--- src/raw_sbp_pkg.sv ---
// Shared types and constants of the raw sector burst planner.
`timescale 1ns / 1ps
package raw_sbp_pkg;

    // Frame and block geometry
    localparam int FRAME_BYTES = 2352;
    localparam int BLOCK_SHIFT = 11;            // 2048-byte logical blocks

    // Start division: start_block * 128 / 147 by reciprocal multiplication,
    // staged as product, then quotient, then remainder
    localparam int DIV_DIVISOR = 147;
    localparam int DIV_RECIP   = 116869859;     // ceiling of 2^34 / 147
    localparam int DIV_SHIFT   = 27;            // 34 less the factor of 128
    localparam int DIV_PROD_W  = 47;
    localparam int DIV_STEPS   = 3;
    localparam int DIV_CNT_W   = 2;

    // Ceiling of a 16-bit value over 147 by reciprocal multiplication
    localparam int CEIL_BIAS   = 146;
    localparam int CEIL_RECIP  = 114131;
    localparam int CEIL_SHIFT  = 24;
    localparam int CEIL_PROD_W = 33;

    // Results per request
    localparam int RESULT_MAX  = 16;
    localparam int BEAT_CNT_W  = 4;

    // Result kinds
    localparam logic KIND_BURST   = 1'b0;
    localparam logic KIND_REFUSED = 1'b1;

    // Configuration register indexes
    typedef enum logic [1:0] {
        CFG_ENABLED      = 2'd0,
        CFG_TRACK_START  = 2'd1,
        CFG_TRACK_LENGTH = 2'd2
    } t_cfg_idx;

    // Controller states
    typedef enum logic [2:0] {
        S_IDLE,
        S_DIV,
        S_CHECK,
        S_SIZE,
        S_TRIM,
        S_BURST,
        S_REFUSE
    } t_state;

    // Commands from controller to datapath
    typedef struct packed {
        logic take;
        logic div_step;
        logic check;
        logic size;
        logic trim;
        logic emit_burst;
        logic emit_refuse;
    } t_cmd;

    // Status from datapath to controller
    typedef struct packed {
        logic div_last;
        logic refuse;
        logic fin;
        logic out_free;
    } t_status;

endpackage

--- src/raw_sbp_ctrl.sv ---
// Sequencing state machine of the raw sector burst planner.
`timescale 1ns / 1ps
module raw_sbp_ctrl (
    input  logic                 i_clk,
    input  logic                 i_rst_n,
    input  logic                 i_in_valid,
    output logic                 o_in_stall,
    input  raw_sbp_pkg::t_status i_status,
    output raw_sbp_pkg::t_cmd    o_cmd
);
    import raw_sbp_pkg::*;

    t_state r_state;
    t_state n_state;

    // State register
    always_ff @(posedge i_clk) begin
        if (!i_rst_n) begin
            r_state <= S_IDLE;
        end else begin
            r_state <= n_state;
        end
    end

    // Next state and commands
    always_comb begin
        n_state    = r_state;
        o_cmd      = '0;
        o_in_stall = 1'b1;
        case (r_state)
            S_IDLE: begin
                o_in_stall = 1'b0;
                if (i_in_valid) begin
                    o_cmd.take = 1'b1;
                    n_state    = S_DIV;
                end
            end
            S_DIV: begin
                o_cmd.div_step = 1'b1;
                if (i_status.div_last) begin
                    n_state = S_CHECK;
                end
            end
            S_CHECK: begin
                o_cmd.check = 1'b1;
                n_state     = S_SIZE;
            end
            S_SIZE: begin
                if (i_status.refuse) begin
                    n_state = S_REFUSE;
                end else begin
                    o_cmd.size = 1'b1;
                    n_state    = S_TRIM;
                end
            end
            S_TRIM: begin
                o_cmd.trim = 1'b1;
                n_state    = S_BURST;
            end
            S_BURST: begin
                // one burst beat per free output slot
                if (i_status.out_free) begin
                    o_cmd.emit_burst = 1'b1;
                    if (i_status.fin) begin
                        n_state = S_IDLE;
                    end
                end
            end
            S_REFUSE: begin
                if (i_status.out_free) begin
                    o_cmd.emit_refuse = 1'b1;
                    n_state           = S_IDLE;
                end
            end
            default: begin
                n_state = S_IDLE;
            end
        endcase
    end

endmodule

--- src/raw_sbp_dp.sv ---
// Datapath of the raw sector burst planner: config, divider, burst arithmetic, output.
`timescale 1ns / 1ps
module raw_sbp_dp #(
    parameter int BURST_FRAMES = 16,
    parameter int MAX_BLOCKS   = 255
) (
    input  logic                 i_clk,
    input  logic                 i_rst_n,
    input  raw_sbp_pkg::t_cmd    i_cmd,
    output raw_sbp_pkg::t_status o_status,
    input  logic                 i_cfg_we,
    input  logic [1:0]           i_cfg_index,
    input  logic [18:0]          i_cfg_data,
    input  logic [19:0]          i_start_block,
    input  logic [7:0]           i_block_count,
    input  logic                 i_out_stall,
    output logic                 o_out_valid,
    output logic                 o_kind,
    output logic [19:0]          o_disc_sector,
    output logic [4:0]           o_frame_count,
    output logic [11:0]          o_skip_bytes,
    output logic [18:0]          o_dest_offset,
    output logic [15:0]          o_byte_count,
    output logic [18:0]          o_tail_zero_bytes,
    output logic                 o_last
);
    import raw_sbp_pkg::*;

    localparam int FRW = $clog2(BURST_FRAMES + 1);
    localparam int FXW = (FRW > 5) ? FRW : 5;
    localparam int AVW = $clog2(BURST_FRAMES * FRAME_BYTES + 1);
    localparam int CW  = (AVW > 19) ? AVW : 19;
    localparam logic [8:0] BURST_LIM = 9'(BURST_FRAMES);

    // Configuration
    logic        r_enabled;
    logic [18:0] r_track_start;
    logic [18:0] r_track_length;

    // Divider
    logic [19:0]           r_dvd;
    logic [DIV_PROD_W-1:0] r_prod;
    logic [7:0]            r_rem;
    logic [19:0]           r_quo;
    logic [DIV_CNT_W-1:0]  r_div_cnt;
    logic [7:0]            r_count;

    // Request setup
    logic                   r_refuse;
    logic [18:0]            r_room;
    logic [CEIL_PROD_W-1:0] r_ceil_prod;
    logic [30:0]            r_img_bytes;

    // Burst walk
    logic [8:0]            r_rem_frames;
    logic [18:0]           r_left;
    logic [18:0]           r_tail;
    logic [19:0]           r_frame;
    logic [11:0]           r_off;
    logic [18:0]           r_dest;
    logic [BEAT_CNT_W-1:0] r_beat_cnt;

    // Output register
    logic        r_out_valid;
    logic        r_kind;
    logic [19:0] r_disc_sector;
    logic [4:0]  r_frame_count;
    logic [11:0] r_skip_bytes;
    logic [18:0] r_dest_offset;
    logic [15:0] r_byte_count;
    logic [18:0] r_tail_zero;
    logic        r_last;

    // Combinational terms
    logic [11:0]            off0;
    logic                   refuse_now;
    logic [15:0]            ceil_arg;
    logic [CEIL_PROD_W-1:0] ceil_prod;
    logic [8:0]             f_need;
    logic [30:0]            rem_img;
    logic [30:0]            want;
    logic [8:0]             frames_all;
    logic [FRW-1:0]         frames;
    logic [FXW-1:0]         frames_x;
    logic [AVW-1:0]         avail;
    logic                   left_fits;
    logic [18:0]            beat_n;
    logic                   fin;

    // Config writes
    always_ff @(posedge i_clk) begin
        if (!i_rst_n) begin
            r_enabled      <= 1'b0;
            r_track_start  <= '0;
            r_track_length <= '0;
        end else if (i_cfg_we) begin
            case (i_cfg_index)
                CFG_ENABLED:      r_enabled      <= i_cfg_data[0];
                CFG_TRACK_START:  r_track_start  <= i_cfg_data;
                CFG_TRACK_LENGTH: r_track_length <= i_cfg_data;
                default:          r_enabled      <= r_enabled;
            endcase
        end
    end

    // Request checks and frame counts
    always_comb begin
        off0       = {r_rem, 4'b0000};
        refuse_now = !r_enabled || (r_count == 8'd0) || (r_count > 8'(MAX_BLOCKS))
                     || (r_quo >= {1'b0, r_track_length});
        ceil_arg   = {1'b0, r_count, 7'b0} + 16'(r_rem) + 16'(CEIL_BIAS);
        ceil_prod  = CEIL_PROD_W'(ceil_arg) * CEIL_PROD_W'(CEIL_RECIP);
        f_need     = r_ceil_prod[CEIL_SHIFT +: 9];
        rem_img    = r_img_bytes - 31'(off0);
        want       = 31'({r_count, 11'b0});
    end

    // Current burst
    always_comb begin
        frames_all = (r_rem_frames < BURST_LIM) ? r_rem_frames : BURST_LIM;
        frames     = frames_all[FRW-1:0];
        frames_x   = FXW'(frames);
        avail      = AVW'(frames) * AVW'(FRAME_BYTES) - AVW'(r_off);
        left_fits  = (CW'(r_left) <= CW'(avail));
        beat_n     = left_fits ? r_left : 19'(avail);
        fin        = left_fits || (r_beat_cnt == BEAT_CNT_W'(RESULT_MAX - 1));
    end

    // Divider and setup registers
    always_ff @(posedge i_clk) begin
        if (i_cmd.take) begin
            r_dvd     <= i_start_block;
            r_div_cnt <= '0;
            r_count   <= i_block_count;
        end else if (i_cmd.div_step) begin
            // product, then quotient, then remainder: one stage a cycle
            r_prod    <= DIV_PROD_W'(r_dvd) * DIV_PROD_W'(DIV_RECIP);
            r_quo     <= r_prod[DIV_SHIFT +: 20];
            r_rem     <= {r_dvd[0], 7'b0} - 8'(r_quo[7:0] * 8'(DIV_DIVISOR));
            r_div_cnt <= r_div_cnt + 1'b1;
        end
        if (i_cmd.check) begin
            r_refuse    <= refuse_now;
            r_room      <= r_track_length - r_quo[18:0];
            r_ceil_prod <= ceil_prod;
        end
    end

    // Burst walk registers
    always_ff @(posedge i_clk) begin
        if (i_cmd.size) begin
            r_rem_frames <= (19'(f_need) < r_room) ? f_need : r_room[8:0];
            r_img_bytes  <= 31'(r_room) * 31'(FRAME_BYTES);
        end
        if (i_cmd.trim) begin
            if (want > rem_img) begin
                r_tail <= 19'(want - rem_img);
                r_left <= rem_img[18:0];
            end else begin
                r_tail <= '0;
                r_left <= want[18:0];
            end
            r_frame    <= r_quo;
            r_off      <= off0;
            r_dest     <= '0;
            r_beat_cnt <= '0;
        end else if (i_cmd.emit_burst) begin
            // advance to the next whole frame
            r_frame      <= r_frame + 20'(frames);
            r_off        <= '0;
            r_left       <= r_left - beat_n;
            r_dest       <= r_dest + beat_n;
            r_rem_frames <= r_rem_frames - 9'(frames);
            r_beat_cnt   <= r_beat_cnt + 1'b1;
        end
    end

    // Output valid
    always_ff @(posedge i_clk) begin
        if (!i_rst_n) begin
            r_out_valid <= 1'b0;
        end else if (i_cmd.emit_burst || i_cmd.emit_refuse) begin
            r_out_valid <= 1'b1;
        end else if (!i_out_stall) begin
            r_out_valid <= 1'b0;
        end
    end

    // Output payload
    always_ff @(posedge i_clk) begin
        if (i_cmd.emit_burst) begin
            r_kind        <= KIND_BURST;
            r_disc_sector <= 20'(r_track_start) + r_frame;
            r_frame_count <= frames_x[4:0];
            r_skip_bytes  <= r_off;
            r_dest_offset <= r_dest;
            r_byte_count  <= beat_n[15:0];
            r_tail_zero   <= fin ? r_tail : 19'd0;
            r_last        <= fin;
        end else if (i_cmd.emit_refuse) begin
            r_kind        <= KIND_REFUSED;
            r_disc_sector <= '0;
            r_frame_count <= '0;
            r_skip_bytes  <= '0;
            r_dest_offset <= '0;
            r_byte_count  <= '0;
            r_tail_zero   <= '0;
            r_last        <= 1'b1;
        end
    end

    // Status to the controller
    always_comb begin
        o_status.div_last = (r_div_cnt == DIV_CNT_W'(DIV_STEPS - 1));
        o_status.refuse   = r_refuse;
        o_status.fin      = fin;
        o_status.out_free = !r_out_valid || !i_out_stall;
    end

    assign o_out_valid       = r_out_valid;
    assign o_kind            = r_kind;
    assign o_disc_sector     = r_disc_sector;
    assign o_frame_count     = r_frame_count;
    assign o_skip_bytes      = r_skip_bytes;
    assign o_dest_offset     = r_dest_offset;
    assign o_byte_count      = r_byte_count;
    assign o_tail_zero_bytes = r_tail_zero;
    assign o_last            = r_last;

endmodule

--- src/raw_sector_burst_planner_top.sv ---
// Sequence: a taken request runs the reciprocal divide by 147 (product, quotient, remainder),
// then the check, size and trim setup states, before its first result is registered; a refusal
// goes from the size state to its result without trim. Throughput: one burst result per cycle
// after that while the output is not stalled; the next request is taken in the cycle after the
// final result is loaded.
// Reset (synchronous, active low) clears the configuration, the controller and output valid.
`timescale 1ns / 1ps
module raw_sector_burst_planner_top #(
    parameter int BURST_FRAMES = 16,
    parameter int MAX_BLOCKS   = 255
) (
    input  logic        i_clk,
    input  logic        i_rst_n,
    input  logic        i_cfg_we,
    input  logic [1:0]  i_cfg_index,
    input  logic [18:0] i_cfg_data,
    input  logic        i_in_valid,
    output logic        o_in_stall,
    input  logic [19:0] i_start_block,
    input  logic [7:0]  i_block_count,
    output logic        o_out_valid,
    input  logic        i_out_stall,
    output logic        o_kind,
    output logic [19:0] o_disc_sector,
    output logic [4:0]  o_frame_count,
    output logic [11:0] o_skip_bytes,
    output logic [18:0] o_dest_offset,
    output logic [15:0] o_byte_count,
    output logic [18:0] o_tail_zero_bytes,
    output logic        o_last
);
    import raw_sbp_pkg::*;

    t_cmd    cmd;
    t_status status;

    // Sequencer
    raw_sbp_ctrl u_ctrl (
        .i_clk      (i_clk),
        .i_rst_n    (i_rst_n),
        .i_in_valid (i_in_valid),
        .o_in_stall (o_in_stall),
        .i_status   (status),
        .o_cmd      (cmd)
    );

    // Arithmetic and output register
    raw_sbp_dp #(
        .BURST_FRAMES (BURST_FRAMES),
        .MAX_BLOCKS   (MAX_BLOCKS)
    ) u_dp (
        .i_clk             (i_clk),
        .i_rst_n           (i_rst_n),
        .i_cmd             (cmd),
        .o_status          (status),
        .i_cfg_we          (i_cfg_we),
        .i_cfg_index       (i_cfg_index),
        .i_cfg_data        (i_cfg_data),
        .i_start_block     (i_start_block),
        .i_block_count     (i_block_count),
        .i_out_stall       (i_out_stall),
        .o_out_valid       (o_out_valid),
        .o_kind            (o_kind),
        .o_disc_sector     (o_disc_sector),
        .o_frame_count     (o_frame_count),
        .o_skip_bytes      (o_skip_bytes),
        .o_dest_offset     (o_dest_offset),
        .o_byte_count      (o_byte_count),
        .o_tail_zero_bytes (o_tail_zero_bytes),
        .o_last            (o_last)
    );

endmodule

--- config.mk ---
export PLATFORM = sky130hd
export DESIGN_NAME = raw_sector_burst_planner_top
export DESIGN_NICKNAME = d
export VERILOG_FILES = /design/src/raw_sbp_pkg.sv /design/src/raw_sbp_ctrl.sv /design/src/raw_sbp_dp.sv /design/src/raw_sector_burst_planner_top.sv
export SDC_FILE = /design/constraint.sdc
export NUM_CORES = 2
export LEC_CHECK = 0
export BUFFER_PORTS_ARGS = -buffer_cell sky130_fd_sc_hd__buf_4
export CORE_ASPECT_RATIO = 1.4
export CORE_MARGIN = 4
export CORE_UTILIZATION = 50
export DETAILED_ROUTE_END_ITERATION = 6
export PLACE_DENSITY = 0.66
export SLEW_MARGIN = 10
export SYNTH_ARGS = -nofsm -noshare
export SYNTH_HDL_FRONTEND = slang
export SYNTH_SLANG_ARGS = --single-unit
--- constraint.sdc ---
create_clock -name i_clk -period 11 [get_ports i_clk]
set_input_delay 1.1 -clock i_clk [delete_from_list [all_inputs] [get_ports i_clk]]
set_output_delay 1.1 -clock i_clk [all_outputs]
set_load 0.01 [all_outputs]
After elaboration in Yosys (flattened, before gate mapping). Cells that the tools add are included. Widths: inputs -> output; s select.

Output and inout bits: 95. ROM bits: 0. Memories kept: 0. Bits in latches: 0. Bits of input ports: 54. Word-level logic and storage cells: 138. Register bits after elaboration: 415. RAM bits: 0.

Muxes and demuxes: 47. Shifts and indexed selects: 0. Bitwise logic cells: 1. Reductions and logical operators: 19. Multipliers: 5. Div/mod/pow operators: 0. Equality and inequality tests: 16. Order comparisons: 6. Add/sub/neg operators: 14.

Operators with widths (count): $mux 19 (8); $mux 20 (4); $sub 19x19->19 (3); $mux 12 (4); $mul 20x27->47 const B (1); $mux 9 (4); $mul 16x17->33 const B (1); $mux 16 (2); $gt 19x31->1 (1); $sub 31x12->31 (1); $mul 19x8->27 const B (1); $pmux 3 s7 (1); $add 19x20->20 (1); $add 20x5->20 (1); $ge 20x19->1 (1); $add 19x19->19 (1); $le 19x16->1 (1); $lt 9x19->1 (1); $add 15x8->16 (1); $add 16x8->16 const B (1); $sub 16x12->16 (1); $mux 1 (15); $mux 3 (5); $mux 5 (3); 26 further kinds (45).

Longest topological paths before layout.
Depth in word-level cells: 9. Mapped depth: 39. Depth with buffers taken out: 36.

Hierarchy. Synthesis repeated with hierarchy kept, for this count alone.

Cells, all modules: 3474. Area, all modules: 36552.6 µm².

Modules (own cells, without submodules): raw_sbp_dp (instances 1, area an instance 36287.3 µm², cells each 3437); raw_sbp_ctrl (instances 1, area an instance 265.3 µm², cells each 37).

Worst setup path before layout. Ideal clock, no wire load.

Path kind: flip-flop to flip-flop. Start: register u_dp.r_rem_frames[7]. End: register u_dp.r_left[17] (data pin). Setup time: 0.270 ns. Setup slack: 2.614 ns. Stages on the path, launching flop included: 39. Data arrival time: 8.117 ns. Data required time: 10.730 ns. Path through: dfxtp_1 or4_1 nor2_1 buf_2 nand2_1 ha_1 inv_1 ha_1 ha_1 ha_1 a31oi_1 o21bai_1 a21oi_1 nor2_1 a211oi_1 nor2b_1 maj3_1 o21ai_0 [... 3 more ...] o221ai_1 inv_1 a22o_1 clkbuf_1 clkbuf_1 nor2_1 a21oi_1 ha_1 o21a_1 o21ai_0 nand2b_1 a21o_1 a41o_1 o41ai_1 o21ai_0 a211oi_1 xnor2_1 mux2i_4.

Word-level cells in the longest chain between the ends: 9.

Ends and longest elaborated chain: start: declaration (RTL line raw_sbp_dp.sv:55) `logic [8:0] r_rem_frames;`; start signal: assignment (RTL line raw_sbp_dp.sv:152) `r_rem_frames <= (19'(f_need) < r_room) ? f_need : r_room[8:0];`; start signal: assignment (RTL line raw_sbp_dp.sv:173) `r_rem_frames <= r_rem_frames - 9'(frames);`; $lt 9x5->1 (*) (RTL line raw_sbp_dp.sv:120) `frames_all = (r_rem_frames < BURST_LIM) ? r_rem_frames : BURST_LIM;`; $mux 5 (*) (RTL line raw_sbp_dp.sv:120); $mul 5x8->12 (*) (RTL line raw_sbp_dp.sv:123) `avail = AVW'(frames) * AVW'(FRAME_BYTES) - AVW'(r_off);`; $sub 16x12->16 (*) (RTL line raw_sbp_dp.sv:123); $le 19x16->1 (RTL line raw_sbp_dp.sv:124) `left_fits = (CW'(r_left) <= CW'(avail));`; $mux 19 (*) (RTL line raw_sbp_dp.sv:125) `beat_n = left_fits ? r_left : 19'(avail);`; $sub 19x19->19 (*) (RTL line raw_sbp_dp.sv:171) `r_left <= r_left - beat_n;`; $mux 19 (*) (RTL line raw_sbp_dp.sv:167) `end else if (i_cmd.emit_burst) begin`; $mux 19 (*) (RTL line raw_sbp_dp.sv:155) `if (i_cmd.trim) begin`; end signal: assignment (RTL line raw_sbp_dp.sv:158) `r_left <= rem_img[18:0];`; end signal: assignment (RTL line raw_sbp_dp.sv:161) `r_left <= want[18:0];`; end signal: assignment (RTL line raw_sbp_dp.sv:171); end: declaration (RTL line raw_sbp_dp.sv:56) `logic [18:0] r_left;`.

Mark *: on every way between the ends. The rest lies on a longest branch, timed or not. The select of a mux whose other input is x is not followed. A chain may end at the register's enable or synchronous reset.

Worst setup path after layout.
Start: register u_dp.r_rem_frames[7]. End: register u_dp.r_dest[17].

Word-level cells in the longest chain between the ends: 7.

Ends and longest elaborated chain: $lt 9x5->1 (RTL line raw_sbp_dp.sv:120); $mux 5 (RTL line raw_sbp_dp.sv:120); net u_dp.frames_all[4] (RTL line raw_sbp_dp.sv:82) `logic [8:0] frames_all;`; $mul 5x8->12 (RTL line raw_sbp_dp.sv:123); $sub 16x12->16 (RTL line raw_sbp_dp.sv:123); $le 19x16->1 (RTL line raw_sbp_dp.sv:124); $mux 19 (RTL line raw_sbp_dp.sv:125); net u_dp.beat_n[1] (RTL line raw_sbp_dp.sv:87) `logic [18:0] beat_n;`; $add 19x19->19 (RTL line raw_sbp_dp.sv:172) `r_dest <= r_dest + beat_n;`; end signal: assignment (RTL line raw_sbp_dp.sv:172); end: declaration (RTL line raw_sbp_dp.sv:60) `logic [18:0] r_dest;`.

The timed path passes the listed nets, and every way through them passes these cells.

==> results.py <==
metrics = {
    "sta": {
        "worst_slew_pin_slew_ns": 1.19,
        "hold_violations": 0,
        "finalSetupViolations": 0,
        "finClkSkew_ns": 0.0394,
        "fin_crit_sh": 0.879,
        "min_period_ns": 9.67,
        "rsz0062_at_grt": "false",
        "slew_violations": 0,
        "fmax_ghz": 0.103,
        "slew_headroom": 0.201,
        "tns_ns": 0,
    },
    "synthesis": {
        "netlist-cell-type-count": 77,
        "syn_inst": 3564,
        "avgSynthCellArea_um2": 10.3,
        "yosysWarnings": 0,
        "syn_area_um2": 36800,
        "synth_edf_count": 278,
        "ys_seq_elements": 356,
        "async_flop_share": 0,
        "yosysTopAreaCell": "edfxtp_1",
        "synth_top_area_share": 0.227,
        "synth_top_flop_cell": "edfxtp_1",
        "seq_area_frac_synth": 0.269,
        "synth_area_leaders": "edfxtp_1 (23%), fa_1 (21%), ha_1 (20%)",
    },
    "floorplanning": {
        "start_util": 0.505,
        "core_um2": 72900,
        "ios": 149,
        "die_y_um": 329,
        "rows": 117,
        "fp.dieW_um": 237,
        "dieArea_um2": 78200,
    },
    "clocking": {
        "cts.sinks": 356,
        "root_buffer": "clkbuf_16",
        "ctsResizeCount": 0,
        "clock_path_buffers": 3,
        "cts_buffers": 39,
        "insertion_delay_ns": 0.60,
        "ctsHoldBuffers": 0,
        "postCtsSetupRepairBufs": 0,
        "cts_tree": "built",
        "htree_levels": 2,
        "clkTransAtPathRegs_ns": 0.06,
    },
    "run_status": {
        "status": "finished, violations left",
        "violations": "DRC",
    },
    "critical_path": {
        "critPathKind": "reg -> reg",
        "worstPathMaxFanout": 29,
        "slowest_stage": "a22o_1",
        "worstPathArrival_ns": 10.12,
        "cp_common_cell": "ha_1",
        "startpoint_type": "flip-flop",
        "crit_path_end_kind": "flip-flop",
        "crit_path_max_incr_delay_ns": 0.81,
        "required_ns": 11.45,
    },
    "final_layout": {
        "fillers": 6413,
        "area_growth_pct": 9.33,
        "layout-drive-gt1-share": 0.0693,
        "final_area_um2": 40300,
        "layout_commonest_cell": "inv_1",
        "insertedDiodeCount": 0,
        "nets": 4737,
        "final_cell_mix": "inv_1 (681), ha_1 (595), fa_1 (384)",
    },
    "job": {
        "maxCapViolCount": 0,
    },
    "global_routing": {
        "grt_usage": 0.224,
        "use_met1": 0.251,
        "use_met2": 0.432,
        "antenna_found_initial": 0,
        "grt_busiest_layer": "met2",
        "gr-total-overflow": 0,
        "grt_max_degree": 82,
        "grt_pass1_wl_um": 138000,
        "grt_pass1_vias": 25965,
        "grt_use_met3": 0.0205,
    },
    "place": {
        "placed_area_um2": 39000,
        "hpwl_um": 72500,
        "io_buffer_count": 140,
        "gp_congestion": 0.942,
    },
    "route": {
        "drtIter0Drc": 960,
        "detail_route.wl_per_cell_um": 18.4,
        "drc_errors": 3,
        "via_per_inst": 5.30,
        "ant_nets": 0,
        "routed_wl_um": 86300,
        "vias": 24833,
        "first_pass_iters": 7,
    },
    "worst_hold_path": {
        "hold_path.class": "reg -> reg",
    },
}
-- Yosys cell counts (all sizes together), types with 16 or more instances --
library cell,n
inv,683
ha,595
fa,384
edfxtp,278
nand2,207
nor2,194
a21oi,140
xnor2,127
o21ai,121
dfxtp,78
xor2,67
a21o,66
nand3,55
nor3,51
a21boi,45
clkbuf,45
and3,43
nor2b,39
and2,29
nand2b,29
a211oi,22
o21a,22
buf,18
or3,18
a31oi,16
mux2i,16
o21bai,16
-- final timing paths --
path | startpoint | end | slack (ns) | depth (start not counted)
max | u_dp.r_rem_frames[7] | u_dp.r_dest[17] | 1.33 | 35
min | u_dp.r_prod[41] | u_dp.r_quo[14] | 0.41 | 0
max reg2reg | u_dp.r_rem_frames[7] | u_dp.r_dest[17] | 1.33 | 35
min reg2reg | u_dp.r_prod[41] | u_dp.r_quo[14] | 0.41 | 0
-- metal layers --
layer / wire length (µm) / part of all wire
met3: 2240 / 0.026
met1: 33400 / 0.39
met4: 3940 / 0.046
met5: 0 / 0
met2: 46800 / 0.54
-- layout make-up --
type                    count  area [µm²]  area share
clock buffers              50        1080      0.0268
clock inverters            22         233     0.00578
inverters                 683        2560      0.0636
well taps                 952        1190      0.0296
multi-input cells        2472       24200       0.600
repair buffers            152        1140      0.0283
flip-flops and latches    356        9910       0.246
-- through the flow --
step / util / instances / setup slack (ns) / hold slack (ns)
after floorplan: - / 3574 / 2.61 / 0.400
after CTS: 0.553 / 4687 / 1.31 / 0.413
after global placement: 0.535 / 4615 / 1.50 / 0.400
after detailed placement: 0.535 / 4615 / 1.36 / 0.405
after global routing: 0.553 / 4687 / 0.324 / 0.419
final: 0.553 / 4687 / 1.33 / 0.412
-- sequential cells by signal, indices dropped and copies added (netlist names), 16 cells and up --
register / flops
u_dp.r_quo: 20
u_dp.r_track_start: 19
u_dp.r_track_length: 19
u_dp.r_dest: 19
u_dp.r_img_bytes: 27
u_dp.r_room: 19
u_dp.o_disc_sector: 20
u_dp.o_byte_count: 16
u_dp.r_prod: 20
u_dp.o_dest_offset: 19
u_dp.r_left: 19
u_dp.r_dvd: 20
u_dp.r_frame: 20
-- worst max-delay path, delay by kind of cell, from the launching register on --
kind	cells	cell delay, ns
buffers and inverters	4	0.57
and+or+nand+nor	8	1.94
adders and majority gates	7	2.16
DFF	1	0.34
AOI/OAI and AO/OA	14	4.07
xor gates and xnor gates	2	0.44
-- cell families (layout without fill, tap and decap cells) --
logic type | Yosys count | count (layout) | share of synthesized area
adder cells (fa/ha/maj) | 980 | 980 | 0.411
buffers and inverters | 746 | 907 | 0.0773
AND/OR/NAND/NOR | 730 | 730 | 0.0949
AO/OA/AOI/OAI | 531 | 531 | 0.0934
flip-flops | 356 | 356 | 0.269
XOR/XNOR | 194 | 194 | 0.0461
multiplexers | 25 | 25 | 0.00815
other | 2 | 12 | 0.000204
Power is not shown: default switching activity piles up to over one toggle a cycle in this logic, so the estimate is an artifact.
